**src/obb_sat_pkg.sv**
```systemverilog
// Package for the oriented box separating axis test.
// Holds the sequencer state type and the command and status structs; no dependencies.
`default_nettype none

package obb_sat_pkg;

  // Sequencer states.
  typedef enum logic [2:0] {
    ST_IDLE,
    ST_EDGE_I,
    ST_EDGE_J,
    ST_AXIS,
    ST_PROJ,
    ST_DRAIN,
    ST_CHECK,
    ST_DONE
  } state_t;

  // Commands from the controller to the datapath.
  typedef struct packed {
    logic wr_en;      // store the incoming corner
    logic rd_en;      // read one corner from the store
    logic rd_box;     // box of the corner being read
    logic proj;       // the read feeds the projection pipeline
    logic first;      // first corner of its box on this axis
    logic cap_i;      // capture the start point of the edge
    logic load_axis;  // form the axis from the edge end points
  } dp_cmd_t;

  // Status from the datapath to the controller.
  typedef struct packed {
    logic busy;       // projection pipeline still holds corners
    logic separated;  // the intervals on the current axis do not overlap
  } dp_sts_t;

endpackage

`default_nettype wire

```
**src/obb_sat_ctrl.sv**
```systemverilog
// Controller: input handshake, axis and corner sequencing, result register.
// Depends on obb_sat_pkg for the state type and the command and status structs.
`default_nettype none

module obb_sat_ctrl #(
  parameter int NUM_CORNERS = 4,
  parameter int IW          = $clog2(NUM_CORNERS)
) (
  input  wire                   clk,
  input  wire                   rst_n,
  input  wire                   in_valid,
  input  wire [1:0]             in_corner_index,
  input  wire                   in_run_test,
  output logic                  in_ready,
  output logic                  out_valid,
  input  wire                   out_ready,
  output logic                  out_colliding,
  output obb_sat_pkg::dp_cmd_t  cmd,
  output logic [IW-1:0]         rd_idx,
  input  obb_sat_pkg::dp_sts_t  sts
);
  import obb_sat_pkg::*;

  localparam logic [IW-1:0] LAST_IDX = IW'(NUM_CORNERS - 1);

  state_t state_r, state_nxt;

  logic          axis_box_r, axis_box_nxt;
  logic [IW-1:0] axis_idx_r, axis_idx_nxt;
  logic          prj_box_r, prj_box_nxt;
  logic [IW-1:0] prj_idx_r, prj_idx_nxt;
  logic          res_r, res_nxt;
  logic          out_valid_r, out_valid_nxt;
  logic          colliding_r;

  logic          accept;
  logic          idx_in_range;
  logic          last_axis;
  logic          out_load;
  logic [IW-1:0] edge_j_idx;

  assign accept       = in_valid && in_ready;
  assign idx_in_range = 32'(in_corner_index) < NUM_CORNERS;
  assign last_axis    = axis_box_r && (axis_idx_r == LAST_IDX);
  assign edge_j_idx   = (axis_idx_r == LAST_IDX) ? '0 : axis_idx_r + IW'(1);
  assign out_load     = (state_r == ST_DONE) && (!out_valid_r || out_ready);

  // Next state.
  always_comb begin
    state_nxt = state_r;
    unique case (state_r)
      ST_IDLE:   if (accept && in_run_test) state_nxt = ST_EDGE_I;
      ST_EDGE_I: state_nxt = ST_EDGE_J;
      ST_EDGE_J: state_nxt = ST_AXIS;
      ST_AXIS:   state_nxt = ST_PROJ;
      ST_PROJ:   if (prj_box_r && (prj_idx_r == LAST_IDX)) state_nxt = ST_DRAIN;
      ST_DRAIN:  if (!sts.busy) state_nxt = ST_CHECK;
      ST_CHECK:  begin
        if (sts.separated || last_axis) state_nxt = ST_DONE;
        else state_nxt = ST_EDGE_I;
      end
      ST_DONE:   if (out_load) state_nxt = ST_IDLE;
      default:   state_nxt = ST_IDLE;
    endcase
  end

  // Commands to the datapath and the input handshake.
  always_comb begin
    cmd      = '0;
    rd_idx   = '0;
    in_ready = 1'b0;
    unique case (state_r)
      ST_IDLE: begin
        in_ready   = 1'b1;
        cmd.wr_en  = in_valid && idx_in_range;
      end
      ST_EDGE_I: begin
        cmd.rd_en  = 1'b1;
        cmd.rd_box = axis_box_r;
        rd_idx     = axis_idx_r;
      end
      ST_EDGE_J: begin
        cmd.rd_en  = 1'b1;
        cmd.rd_box = axis_box_r;
        cmd.cap_i  = 1'b1;
        rd_idx     = edge_j_idx;
      end
      ST_AXIS: begin
        cmd.load_axis = 1'b1;
      end
      ST_PROJ: begin
        cmd.rd_en  = 1'b1;
        cmd.proj   = 1'b1;
        cmd.rd_box = prj_box_r;
        cmd.first  = (prj_idx_r == '0);
        rd_idx     = prj_idx_r;
      end
      ST_DRAIN, ST_CHECK, ST_DONE: begin
        cmd = '0;
      end
      default: begin
        cmd = '0;
      end
    endcase
  end

  // Axis and corner counters, verdict and output register.
  always_comb begin
    axis_box_nxt  = axis_box_r;
    axis_idx_nxt  = axis_idx_r;
    prj_box_nxt   = prj_box_r;
    prj_idx_nxt   = prj_idx_r;
    res_nxt       = res_r;
    out_valid_nxt = out_valid_r;

    if ((state_r == ST_IDLE) && accept && in_run_test) begin
      axis_box_nxt = 1'b0;
      axis_idx_nxt = '0;
    end

    // The corner walk restarts at box 0, corner 0 for each axis.
    if (state_r == ST_AXIS) begin
      prj_box_nxt = 1'b0;
      prj_idx_nxt = '0;
    end
    if (state_r == ST_PROJ) begin
      if (prj_idx_r == LAST_IDX) begin
        prj_idx_nxt = '0;
        prj_box_nxt = 1'b1;
      end else begin
        prj_idx_nxt = prj_idx_r + IW'(1);
      end
    end

    if (state_r == ST_CHECK) begin
      res_nxt = !sts.separated;
      if (axis_idx_r == LAST_IDX) begin
        axis_idx_nxt = '0;
        axis_box_nxt = 1'b1;
      end else begin
        axis_idx_nxt = axis_idx_r + IW'(1);
      end
    end

    if (out_load) out_valid_nxt = 1'b1;
    else if (out_ready) out_valid_nxt = 1'b0;
  end

  always_ff @(posedge clk) begin
    if (!rst_n) begin
      state_r     <= ST_IDLE;
      out_valid_r <= 1'b0;
    end else begin
      state_r     <= state_nxt;
      out_valid_r <= out_valid_nxt;
    end
  end

  always_ff @(posedge clk) begin
    axis_box_r <= axis_box_nxt;
    axis_idx_r <= axis_idx_nxt;
    prj_box_r  <= prj_box_nxt;
    prj_idx_r  <= prj_idx_nxt;
    res_r      <= res_nxt;
    if (out_load) colliding_r <= res_r;
  end

  assign out_valid     = out_valid_r;
  assign out_colliding = colliding_r;

endmodule

`default_nettype wire

```
**config.mk**
```make
export PLATFORM = sky130hd
export DESIGN_NAME = obb_sat_ctrl
export DESIGN_NICKNAME = d
export VERILOG_FILES = /design/src/obb_sat_pkg.sv /design/src/obb_sat_ctrl.sv
export SDC_FILE = /design/constraint.sdc
export NUM_CORES = 1
export LEC_CHECK = 0
export ABC_AREA = 1
export BUFFER_PORTS_ARGS = -buffer_cell sky130_fd_sc_hd__buf_4
export CAP_MARGIN = 30
export CELL_PAD_IN_SITES_DETAIL_PLACEMENT = 1
export CELL_PAD_IN_SITES_GLOBAL_PLACEMENT = 1
export CORE_ASPECT_RATIO = 0.9
export CORE_MARGIN = 2
export CORE_UTILIZATION = 32
export DETAILED_ROUTE_END_ITERATION = 10
export PLACE_DENSITY = 0.75
export SETUP_SLACK_MARGIN = 0.5
export SKIP_LAST_GASP = 1
export SYNTH_ARGS = -nofsm -noshare
export SYNTH_HDL_FRONTEND = slang
export SYNTH_SLANG_ARGS = --single-unit
```
**constraint.sdc**
```tcl
create_clock -name clk -period 1.1 [get_ports clk]
set_input_delay 0.11 -clock clk [delete_from_list [all_inputs] [get_ports clk]]
set_output_delay 0.11 -clock clk [all_outputs]
set_load 0.05 [all_outputs]
```
After elaboration in Yosys (flattened, before gate mapping)
Index checks and enable logic that the tools add are counted.
Widths: inputs -> output; s select.
{ "classes": {"n_addsub": 2, "n_eq_ne": 13, "n_reduce_logical": 18, "muxes": 27} }
{ "op_table": {"columns": ["op", "n"], "rows": [
  ["$pmux 3 s8", 1],
  ["$mux 3", 5],
  ["$mux 2", 7],
  ["$eq 3x3->1 const B", 4],
  ["$mux 1", 12],
  ["$ne 2x2->1 const B", 4],
  ["$logic_and 1x1->1", 7],
  ["$eq 3x2->1 const B", 2],
  ["$pmux 2 s3", 1],
  ["$reduce_bool 2->1", 3],
  ["$add 2x1->2 const B", 2],
  ["$eq 2x2->1 const B", 2],
  ["$pmux 2 s2", 1],
  ["$reduce_and 4->1", 1],
  ["$eq 3x1->1 const B", 1],
  ["$logic_not 3->1", 1],
  ["$logic_not 1->1", 2],
  ["$logic_not 2->1", 1],
  ["$logic_or 1x1->1", 2],
  ["$reduce_or 2->1", 1]
]} }
{ "totals": {"word_cells": 68, "ff_bits": 12, "output_inout_bits": 12, "in_bits": 9} }

Depth between registers and ports, before layout
Gate-level depths: netlist of the first run.
{ "logic_depth": {"word_depth": 8, "depth_mapped": 8, "ltp_nobuf": 7} }

Worst setup path after synthesis of the first run
No wires, ideal clock.
{ "synth_path": {"path_kind": "register -> output", "start": "register state_r[0]", "end": "output cmd[4] in the netlist's numbering", "slack_ps": -556, "stages_incl_launch_ff": 6, "path_buffers": 1, "arrival_ps": 1546, "required_ps": 990, "path_cell_list": "dfxtp_1 > buf_6 > nor2_2 > nand2_4 > inv_1 > a22o_1"} }
{ "synth_rtl": {"columns": ["item", "line_no", "source"], "rows": [
  ["start: declaration", "obb_sat_ctrl.sv:26", "state_t state_r, state_nxt;"],
  ["start signal: assignment", "obb_sat_ctrl.sv:154", "state_r <= state_nxt;"],
  ["end: declaration", "obb_sat_ctrl.sv:18", "output obb_sat_pkg::dp_cmd_t cmd,"]
]} }

Worst setup path after layout of the first run
{ "layout_path": {"start": "register state_r[2]", "end": "output rd_idx[1]"} }
{ "layout_via": {"elab_chain_cells": 2, "elab_cells_between_ends": 4, "classes_between": "eq/ne (3); mux (1)"} }
{ "layout_rtl": {"columns": ["item", "line_no", "source"], "rows": [
  ["$eq 3x3->1, or another cell as far along", "obb_sat_ctrl.sv:72", "unique case (state_r)"],
  ["$pmux 2 s3 *", "obb_sat_ctrl.sv:72", null],
  ["end: declaration", "obb_sat_ctrl.sv:19", "output logic [IW-1:0] rd_idx,"]
]} }
Mark *: on every way between the ends. The rest lies on a longest branch, timed or not.

==> results of run 1 <==
==> repair_timing <==
action,4_1_cts,5_1_grt
pin swaps,6,8
endpoints found under the setup margin,29,29
buffers inserted,8,5
resized for setup,48,20
==> cell type report <==
cell class                      instances  share of cell area (%)
Clock buffer                            4                   1.661
Timing Repair Buffer                   56                   35.44
Tap cell                               27                   2.136
Multi-Input combinational cell         53                   34.34
Inverter                               20                   6.487
Sequential cell                        12                   19.94
==> power breakdown <==
group	leakage, uW	total (uW)	switching [uW]	internal, uW
logic	0.000583	3120	1740	1380
registers	0.000108	785	189	596
clock network	0.0000150	310	168	141
==> final timing paths <==
kind	slack, ns	endpoint	depth (start not counted)
hold / removal	0.08	out_valid	2
hold reg to reg	0.47	out_colliding	0
setup reg to reg	-0.26	state_r[0]	7
setup / recovery	-0.49	rd_idx[1]	5
==> layer usage <==
metal  up-vias  GRT usage [%]  routed length, um
li1        397              -                  -
met1       436          27.84               1391
met2        36          47.79               1973
met3        17          5.215                164
met4         0          11.25                201
met5         -              0                  0
==> worst reg2reg max path, stage by stage (launching register included) <==
cell and delay (ns):
edfxtp_1 0.46, buf_6 0.16, ha_4 0.16, nand2_2 0.07, inv_2 0.04, nor2_4 0.16, nor2_1 0.08, o211a_1 0.12
==> per-stage QoR <==
step           setup slack [ns]  power (uW)  std cells
4_1_cts                 -0.3675        3669        167
2_1_floorplan           -0.3027        2057         87
6_report                -0.4943        4210        172
3_3_place_gp            -0.1073        2741        155
5_1_grt                 -0.5802        4351        172
3_5_place_dp            -0.1402        2810        155
==> kinds of logic after synthesis <==
| logic type | after synthesis | synth area share (%) |
|---|---|---|
| adder cells (fa/ha/maj) | 3 | 5.164 |
| AO/OA/AOI/OAI | 10 | 11.02 |
| buffers and inverters | 22 | 13.08 |
| AND/OR/NAND/NOR | 40 | 29.43 |
| flip-flops | 12 | 41.31 |
==> cell usage in the layout (no fill, tap or decap), types with 2 or more instances in the layout <==
cell	netlist	final
edfxtp_1	6	6
nand2_4	1	7
nand3_1	6	2
buf_6	1	18
nor2_4	2	5
inv_6	0	2
inv_1	17	6
nand4_1	2	2
nor2_1	5	2
buf_4	1	29
nand2_1	13	6
inv_2	2	7
nand3_4	0	4
a21oi_2	2	2
buf_8	0	8
ha_4	0	3
nor2_2	3	3
clkinvlp_4	0	4
dfxtp_1	6	2
nand2_2	3	4
clkbuf_4	0	3
dfxtp_4	0	4
==> registers in the layout, summed over array words and instances, names as in the netlist <==
register       flops
prj_box_r          1
out_valid          1
state_r            3
axis_idx_r         2
res_r              1
prj_idx_r          2
out_colliding      1
axis_box_r         1
==> summary.md, run 1 <==
| Metric | Value |
|---|---|
| CP endpoint kind | primary output |
| Hold_buf cts | 0 |
| Synth cell count leaders | inv_1, nand2_1, dfxtp_1, edfxtp_1, nand3_1 |
| First-pass GRT wire length | 4740 um |
| Ports | 21 |
| Port buffer count | 18 |
| Initial Utilization | 33.62% |
| Layout cell share with drive strength beyond 1 | between 70% and 80% |
| Slew Viols, Final | 0 |
| Drt pass-1 iters | 4 |
| Flops & latches, synth | 12 |
| Post-Syn Instances | between 80 and 90 |
| Area contributors post-synth | edfxtp_1, dfxtp_1, inv_1, nand2_1, ha_1 |
| Routed via count | a little under 900 |
| Lkg Pwr | 0.0007055 uW |
| Mean Syn Cell Area | around 8.4 sq um |
| Critical path class | flip-flop to primary output |
| Worst slew pin tran | between 0.2 and 0.3 ns |
| Syn nets | between 90 and 100 |
| Clock sinks | 12 |
| Fin nets | about 160 |
| Final Critical Period | between 1.5 and 2 ns |
| Crit-path leading delay family | buffers and inverters |
| Inserted Clock Buffers | 3 |
| Status | finished, violations left |
| TritonCTS clock tree | done |
| Largest area contributor in the netlist | edfxtp_1 |
| Hold WS | 0.08108 ns |
| All-Layer GR Usage | a little over a quarter |
| Fin util | 73.15% |
| CP Max Fanout | 6 |
| Worst min path class | primary input to flip-flop |
| Main synth FF type | edfxtp_1 |
| DRC Markers | 0 |
| Fin Setup TNS | -6.072 ns |
| CP Launch Type | flip-flop |
| Final Cell Area | 0.001582 sq mm |
| Initial antenna violation count | 0 |
| DRT antenna net count | 0 |
| Worst Setup Slack, final | -0.4943 ns |
| Peak Freq | around 630 MHz |
| Final HPWL DP | 1744 um |
| Violated checks | negative setup slack |
| Critical-path cell list | inv_6 -> nand3_4 -> buf_6 -> o221ai_2 -> buf_6 |
| Vias in the first global route | about 920 |
| PD cells | 2662 mW/mm^2 |
| Yosys warns | 0 |
| Die width | about 54 um |
| Final hold vios | 0 |
| Number of flops mapped to enable cells by yosys | 6 |
| Vias/cell | between 5 and 6 |
| Yosys cell types | 26 |
| Multi-input gate area | about 540 sq um |
| Most common cell in the netlist | inv_1 |
| Max-Cap Viols | 0 |
| Buffer levels on the longest clock path | 2 |
| # setup viols final | 26 |
| Area share of the largest cell type after synthesis | roughly a quarter |
| Placeable Area | around 0.0022 sq mm |
| Critical path launch point | state_r[2] |
| WP buf/inv | 3 |
| Clock-pin slew on the worst setup and hold paths | roughly 0.08 ns |
| Period utilisation layout | 144.9% |
| Hold Startpoint | rst_n |
| Unrepaired setup endpoints after global routing | yes |
| Clock Skew | roughly 0.012 ns |
| Max-slew headroom | ~80% |
| Fillers | around 210 |
| Routed wire length | around 3700 um |
| DRT iter0 DRCs | 7 |
| Diode count | 0 |
| Sequential cell area | between 300 and 400 sq um |
| Number of H-tree levels | 1 |
| Maximum vdd drop | about 2400 uV |
| Crit path DAT | around 1.5 ns |
| Worst path slowest cell | dfxtp_4 |
| Post-synthesis sequential area ratio | between 40 and 50% |
| Worst R2R Start | prj_idx_r[1] |
| WL/cell | between 20 and 25 um |
| Largest net degree at the start of global routing | 8 |
| Die Ht | between 40 and 50 um |
| GPL Wtd Cong | 0.7347 |
| Synth-to-Final Area Change | 117.6% |
| CTS root buf | clkbuf_4 |
| Clk_lat worst skew | about 0.30 ns |
| CP required | 0.99 ns |
| Total gr overflow | 0 |
| Ys async rst share | 0% |
| Placed Area | 0.001192 sq mm |
| Largest stage delay, worst path | around 0.38 ns |
| Rows | 16 |
| Crit-path most repeated cell | buf_6 |
| DIE AREA | 0.002669 sq mm |
| Netlist Area Pre-Place | between 700 and 800 sq um |
No activity file was read; power rests on OpenSTA's default activity.
==> run 2: changes to the inputs <==
BUFFER_PORTS_ARGS = default   (was -buffer_cell sky130_fd_sc_hd__buf_4)
CORE_UTILIZATION = 39   (was 32)
DONT_BUFFER_PORTS = 1   (was default)
PLACE_DENSITY = default   (was 0.75)
PLACE_DENSITY_LB_ADDON = 0.1   (was default)
==> summary.md, run 2 <==
| Metric | Value |
|---|---|
| Yosys cell types | 26 |
| Netlist Area Pre-Place | approximately 730 sq um |
| Post-CTS Setup Bufs | 8 |
| Final HPWL DP | approximately 2100 um |
| Area share of the largest cell type after synthesis | between 20% and 30% |
| Post-CTS sizing | 50 |
| Clock sinks | 12 |
| Rows | 14 |
| Fail Step | clock tree synthesis |
| Hold_buf cts | 1 |
| Die Ht | approximately 45 um |
| Post-Syn Instances | just under 90 |
| Number of flops mapped to enable cells by yosys | 6 |
| CTS root buf | clkbuf_4 |
| Most common cell in the netlist | inv_1 |
| Number of H-tree levels | 1 |
| Syn nets | a little under 100 |
| Adder-Cell Fraction of Synth Area | between 5 and 6% |
| Main synth FF type | edfxtp_1 |
| Status | aborted with a tool error |
| Synth Area in Compound Gates | about 11% |
| Yosys warns | 0 |
| Post-synthesis xor/xnor area fraction | 0% |
| First error | [ERROR DPL-0033] detailed placement checks failed during check placement. |
| Largest area contributor in the netlist | edfxtp_1 |
| Inserted Clock Buffers | 3 |
| Port buffer count | 0 |
| Ports | 21 |
| Inst Count DP | 140 |
| Mux contribution to synthesized area | 0% |
| Die width | 49.51 um |
| GPL Wtd Cong | about 0.76 |
| Dpl ws | -0.1503 ns |
| Synth cell count leaders | inv_1, nand2_1, dfxtp_1, edfxtp_1, nand3_1 |
| Post-synthesis sequential area ratio | between 40% and 50% |
| Flops & latches, synth | 12 |
| Mean Syn Cell Area | 8.356 sq um |
| Largest family of logic cells by synthesized area | simple AND/OR/NAND/NOR gates |
| Post-synthesis simple-gate area fraction | approximately 29% |
| Initial Utilization | 42.35% |
| Ys async rst share | 0% |
| Area contributors post-synth | edfxtp_1, dfxtp_1, inv_1, nand2_1, ha_1 |
| Buffer levels on the longest clock path | 2 |
## run 2: cell counts after synthesis
Identical to the previous run, type by type.
## run 2: cells by family after synthesis
kind of cell / Yosys count
fa+ha+maj: 3
simple gates: 40
flops: 12
buf+inv: 22
compound gates: 10
## run 2: per-stage QoR
step / cell area (sq um) / hold WS [ns] / utilization, % / TNS, ns
2_1_floorplan: 845.8 / 0.2268 / - / -1.450
3_3_place_gp: 1136 / 0.2291 / 66.18 / -0.6125
3_5_place_dp: 1136 / 0.2367 / 66.18 / -1.419
==> run 3: changes to the inputs <==
CELL_PAD_IN_SITES_DETAIL_PLACEMENT = default   (was 1)
CELL_PAD_IN_SITES_GLOBAL_PLACEMENT = default   (was 1)
CORE_AREA = 2 2 63 65   (was default)
CORE_ASPECT_RATIO = default   (was 0.9)
CORE_MARGIN = default   (was 2)
CORE_UTILIZATION = default   (was 39)
DIE_AREA = 0 0 65 67   (was default)
PLACE_DENSITY_LB_ADDON = 0.15   (was 0.1)
SETUP_SLACK_MARGIN = default   (was 0.5)
clock period = 1.45 ns   (was 1.1 ns; I/O delays follow)
==> summary.md, run 3 (synthesized netlist as in run 1, its figures left out) <==
| Metric | Value |
|---|---|
| Routed wire length | 1712 um |
| DRC Markers | 0 |
| Clock Skew | roughly 0.0026 ns |
| Clock-pin slew on the worst setup and hold paths | approximately 0.06 ns |
| Port buffer count | 0 |
| Largest Register | state_r |
| CP Launch Type | flip-flop |
| Placed Area | around 900 sq um |
| Largest net degree at the start of global routing | 10 |
| Worst path slowest cell | edfxtp_1 |
| Status | finished, violations left |
| DRT iter0 DRCs | 18 |
| Max FFs per register | 3 |
| Final HPWL DP | between 1000 and 1500 um |
| Layout Cells excl Fill | between 150 and 200 |
| Fin Setup TNS | -0.03132 ns |
| Final Critical Period | about 1.5 ns |
| CP required | 1.31 ns |
| Inserted Clock Buffers | 3 |
| Fin nets | roughly 120 |
| Inst Count DP | roughly 140 |
| Sequential cell area | 305.3 sq um |
| DIE AREA | approximately 0.0044 sq mm |
| Initial Utilization | between 20% and 30% |
| Largest stage delay, worst path | approximately 0.43 ns |
| WL/cell | ~11 um |
| Fin util | roughly 30% |
| Synth-to-Final Area Change | 45.27% |
| Layout cell share with drive strength beyond 1 | between 40 and 50% |
| CTS root buf | clkbuf_8 |
| Max-Cap Viols | 0 |
| Worst slew pin tran | 0.4492 ns |
| Lkg Pwr | around 0.00048 uW |
| CP Max Fanout | 2 |
| Final hold vios | 0 |
| Top Registers | state_r x3, axis_idx_r x2, prj_idx_r x2 |
| Die width | 65 um |
| Vias in the first global route | slightly above 600 |
| Number of H-tree levels | 1 |
| Max-slew headroom | ~70% |
| Buffer levels on the longest clock path | 2 |
| Ports | 21 |
| Period utilisation layout | 101.2% |
| All-Layer GR Usage | roughly 8.7% |
| Maximum vdd drop | ~1100 uV |
| Die Ht | ~67 um |
| Violated checks | negative setup slack |
| Vias/cell | 3.974 |
| Initial antenna violation count | 0 |
| Clock sinks | 12 |
| Psw | between 1000 and 1500 uW |
| Drt pass-1 iters | 4 |
| Routed via count | roughly 600 |
| Most common cell after layout, fill and taps aside | inv_1 |
| Sw Share | between 40% and 50% |
| Unrepaired setup endpoints after global routing | yes |
| Worst min path class | primary input to flip-flop |
| # setup viols final | 2 |
| Diode count | 0 |
| Clock share of power | 13.6% |
| Commonest cells after routing, fill and taps aside | inv_1, buf_4, nand2_1, edfxtp_1 |
| Final Cell Area | 0.001056 sq mm |
| Clk_lat worst skew | around 0.24 ns |
| PD cells | around 2200 mW/mm^2 |
| Cell internal pwr | 1205 uW |
| Slew Viols, Final | 0 |
| CP endpoint kind | primary output |
| TritonCTS clock tree | done |
| Critical-path cell list | ha_4 -> inv_2 -> o221ai_4 -> buf_12 |
| Peak Freq | 681.4 MHz |
| Crit path DAT | between 1 and 1.5 ns |
| First-pass GRT wire length | between 2000 and 3000 um |
| Multi-input gate area | approximately 400 sq um |
| Rows | 22 |
| Part of the power in combinational logic | 63.6% |
| Critical path class | flip-flop to primary output |
| GPL Wtd Cong | roughly 0.78 |
| Placeable Area | about 0.0036 sq mm |
| Fillers | 400 |
| DRT antenna net count | 0 |
| Worst Setup Slack, final | -0.01750 ns |
| Flop pwr share | 22.8% |
| Total gr overflow | 0 |
run 3: worst paths after layout:
check | startpoint | endpoint | slack (ns) | depth (start not counted)
min reg2reg | res_r | out_colliding | 0.42 | 0
max reg2reg | prj_idx_r[0] | state_r[1] | 0.17 | 7
max | axis_idx_r[0] | rd_idx[1] | -0.02 | 4
min | rst_n | out_valid | 0.02 | 1
run 3: power groups by stage:
stage          Sequential, uW  Combinational [uW]  Clock (uW)
2_1_floorplan             501                 905           0
3_3_place_gp              511                1330           0
3_5_place_dp              515                1330           0
4_1_cts                   516                1400         329
5_1_grt                   540                1580         349
6_report                  529                1480         316
run 3: worst max-delay path, delay by kind of cell, from the launching register on:
family / cells / cell delay [ns]
DFF: 1 / 0.43
adders and majority gates: 1 / 0.29
buffers and inverters: 2 / 0.20
AOI/OAI and AO/OA: 1 / 0.15
run 3: what timing repair did:
action,CTS,global route
cloned,0,0
setup buffers,3,3
endpoints found under the setup margin,5,6
gates resized for setup,6,9
pin swaps,2,2
hold buffers,0,0
run 3: final cells by class:
cell class	instances	share of cell area [%]
Clock inverter	1	0.3555
Tap cell	48	5.687
Inverter	20	7.228
Timing Repair Buffer	17	16.00
Multi-Input combinational cell	53	37.91
Clock buffer	3	3.910
Sequential cell	12	28.91
run 3: per-stage QoR:
step / hold slack [ns] / power [uW] / setup WS, ns
floorplan: 0.2625 / 1406 / -0.1254
global placement: 0.2729 / 1845 / 0.1643
detailed placement: 0.2739 / 1850 / 0.1547
CTS: 0.02629 / 2250 / -0.02794
global route: 0.01690 / 2472 / -0.06966
finish: 0.02495 / 2323 / -0.01750
run 3: routing by layer:
metal	GRT usage, %	share of wire [%]
met5	0	0
met4	5.585	2.4
met3	2.365	3.9
met2	13.40	46
met1	10.70	48
==> run 4: changes to the inputs <==
CTS_BUF_LIST = sky130_fd_sc_hd__clkbuf_4   (was default)
==> summary.md, run 4 (synthesized netlist as in run 1, its figures left out) <==
| Metric | Value |
|---|---|
| Status | finished, violations left |
| Violated checks | negative setup slack |
| Placeable Area | 0.003606 sq mm |
| Vias/cell | between 3 and 4 |
| Die width | ~65 um |
| Most common cell after layout, fill and taps aside | buf_4 |
| Fin util | 30.67% |
| Final Critical Period | approximately 1.5 ns |
| Initial Utilization | between 20% and 30% |
| Commonest cells after routing, fill and taps aside | buf_4, inv_1, nand2_1, edfxtp_1 |
| Port buffer count | 0 |
| Worst min path class | primary input to flip-flop |
| Inserted Clock Buffers | 3 |
| Routed via count | between 600 and 700 |
| Worst Setup Slack, final | -0.05942 ns |
| CP required | approximately 1.3 ns |
| Rows | 22 |
| Drt pass-1 iters | 3 |
| Diode count | 0 |
| Largest net degree at the start of global routing | 10 |
| Unrepaired setup endpoints after global routing | yes |
| # setup viols final | 3 |
| CP endpoint kind | primary output |
| DRT iter0 DRCs | 19 |
| Slew Viols, Final | 0 |
| Routed wire length | about 1700 um |
| Die Ht | around 67 um |
| Reg2reg setup slack | ~0.12 ns |
| PD cells | roughly 2100 mW/mm^2 |
| Ports | 21 |
| Maximum vdd drop | ~1100 uV |
| Top Registers | state_r x3, axis_idx_r x2, prj_idx_r x2 |
| Final hold vios | 0 |
| Clock-pin slew on the worst setup and hold paths | approximately 0.09 ns |
| Dpl ws | between 0.15 and 0.2 ns |
| Critical path launch point | axis_idx_r[0] |
| Layout cell share with drive strength beyond 1 | 49.09% |
| Max-Cap Viols | 0 |
| Number of H-tree levels | 1 |
| FF-to-FF path depth | 8 |
| CP endpoint | rd_idx[1] |
| TritonCTS clock tree | done |
| All-Layer GR Usage | 8.974% |
| Buffer levels on the longest clock path | 2 |
| Max-slew headroom | about 70% |
| Initial antenna violation count | 0 |
| Worst slew pin tran | between 0.4 and 0.5 ns |
| Clock Skew | just under 0.009 ns |
| GPL Wtd Cong | between 0.7 and 0.8 |
| R2r endpoint | state_r[1] |
| DIE AREA | between 0.004 and 0.005 sq mm |
| Fin nets | about 120 |
| Period utilisation layout | 104.1% |
| Critical path class | flip-flop to primary output |
| Total gr overflow | 0 |
| Clk_lat worst skew | between 0.2 and 0.3 ns |
| DRT antenna net count | 0 |
| DRC Markers | 0 |
| CP Max Fanout | 2 |
| Worst R2R Start | prj_idx_r[0] |
| Lkg Pwr | about 0.00048 uW |
| Clock sinks | 12 |
| Hold Startpoint | rst_n |
| Synth-to-Final Area Change | 52.15% |
| Crit path DAT | approximately 1.4 ns |
| CP Launch Type | flip-flop |
| Max FFs per register | 3 |
| WL/cell | ~11 um |
| First-pass GRT wire length | 2884 um |
| Vias in the first global route | roughly 650 |
| Final HPWL DP | ~1400 um |
| Largest Register | state_r |
| Peak Freq | ~660 MHz |
| CTS root buf | clkbuf_4 |
run 4: cell count changes in the layout (fill, tap and decap cells not counted), sizes merged:
cell         before  now
buf              17   20
clkinvlp          0    1
dlygate4sd3       0    1
inv              19   18
run 4: how the worst min path moves through the flow:
stage,slack [ns],to,depth (start not counted)
after global placement,0.27,out_valid,1
after floorplan,0.26,out_valid,1
after global routing,0.01,state_r[1],2
after detailed placement,0.27,out_valid,1
final,0.02,state_r[1],2
after CTS,0.006,state_r[1],2
run 4: worst max-delay path, cell delays in order (launching register included):
cell      delay [ns]
edfxtp_1        0.44
ha_4            0.29
inv_2           0.04
o221ai_4        0.15
buf_12          0.16
run 4: final cells by class:
class                   count  area (sq um)
fillers                   404          2500
multi-input cells          53         429.2
flip-flops and latches     12         305.3
repair buffers             21         205.2
inverters                  20         80.08
well taps                  48         60.06
clock buffers               3         22.52
clock inverters             1         3.754
run 4: metrics by stage:
| step | area, sq um | power, uW | hold slack, ns | std cells | setup TNS, ns |
|---|---|---|---|---|---|
| after detailed placement | 902.1 | 1850 | 0.2739 | 144 | 0 |
| after global routing | 1106 | 2473 | 0.01179 | 158 | -0.4393 |
| after global placement | 902.1 | 1845 | 0.2729 | 144 | 0 |
| final | 1106 | 2321 | 0.01860 | 158 | -0.1328 |
| after floorplan | 740.7 | 1406 | 0.2625 | 87 | -0.2137 |
| after CTS | 1037 | 2236 | 0.006450 | 156 | -0.1506 |
run 4: repair_timing:
item	in CTS	in global routing
setup endpoints to repair	7	10
gates resized for setup	12	11
endpoints found under the hold margin	2	0
hold buffers	1	0
gates cloned	0	0
buffers inserted	7	3
pin swaps	2	1
run 4: power breakdown:
part	leakage [uW]	switching, uW	internal (uW)
Combinational	0.000362	946	624
Sequential	0.000106	87.7	444
Clock	0.0000154	120	99.7
run 4: per-layer routing:
layer,part of all wire (%),track usage [%],vias to the layer above
li1,-,-,327
met1,46,11.01,290
met2,49,14.30,12
met3,4.1,1.858,2
met4,0.99,5.585,0
met5,0,0,-
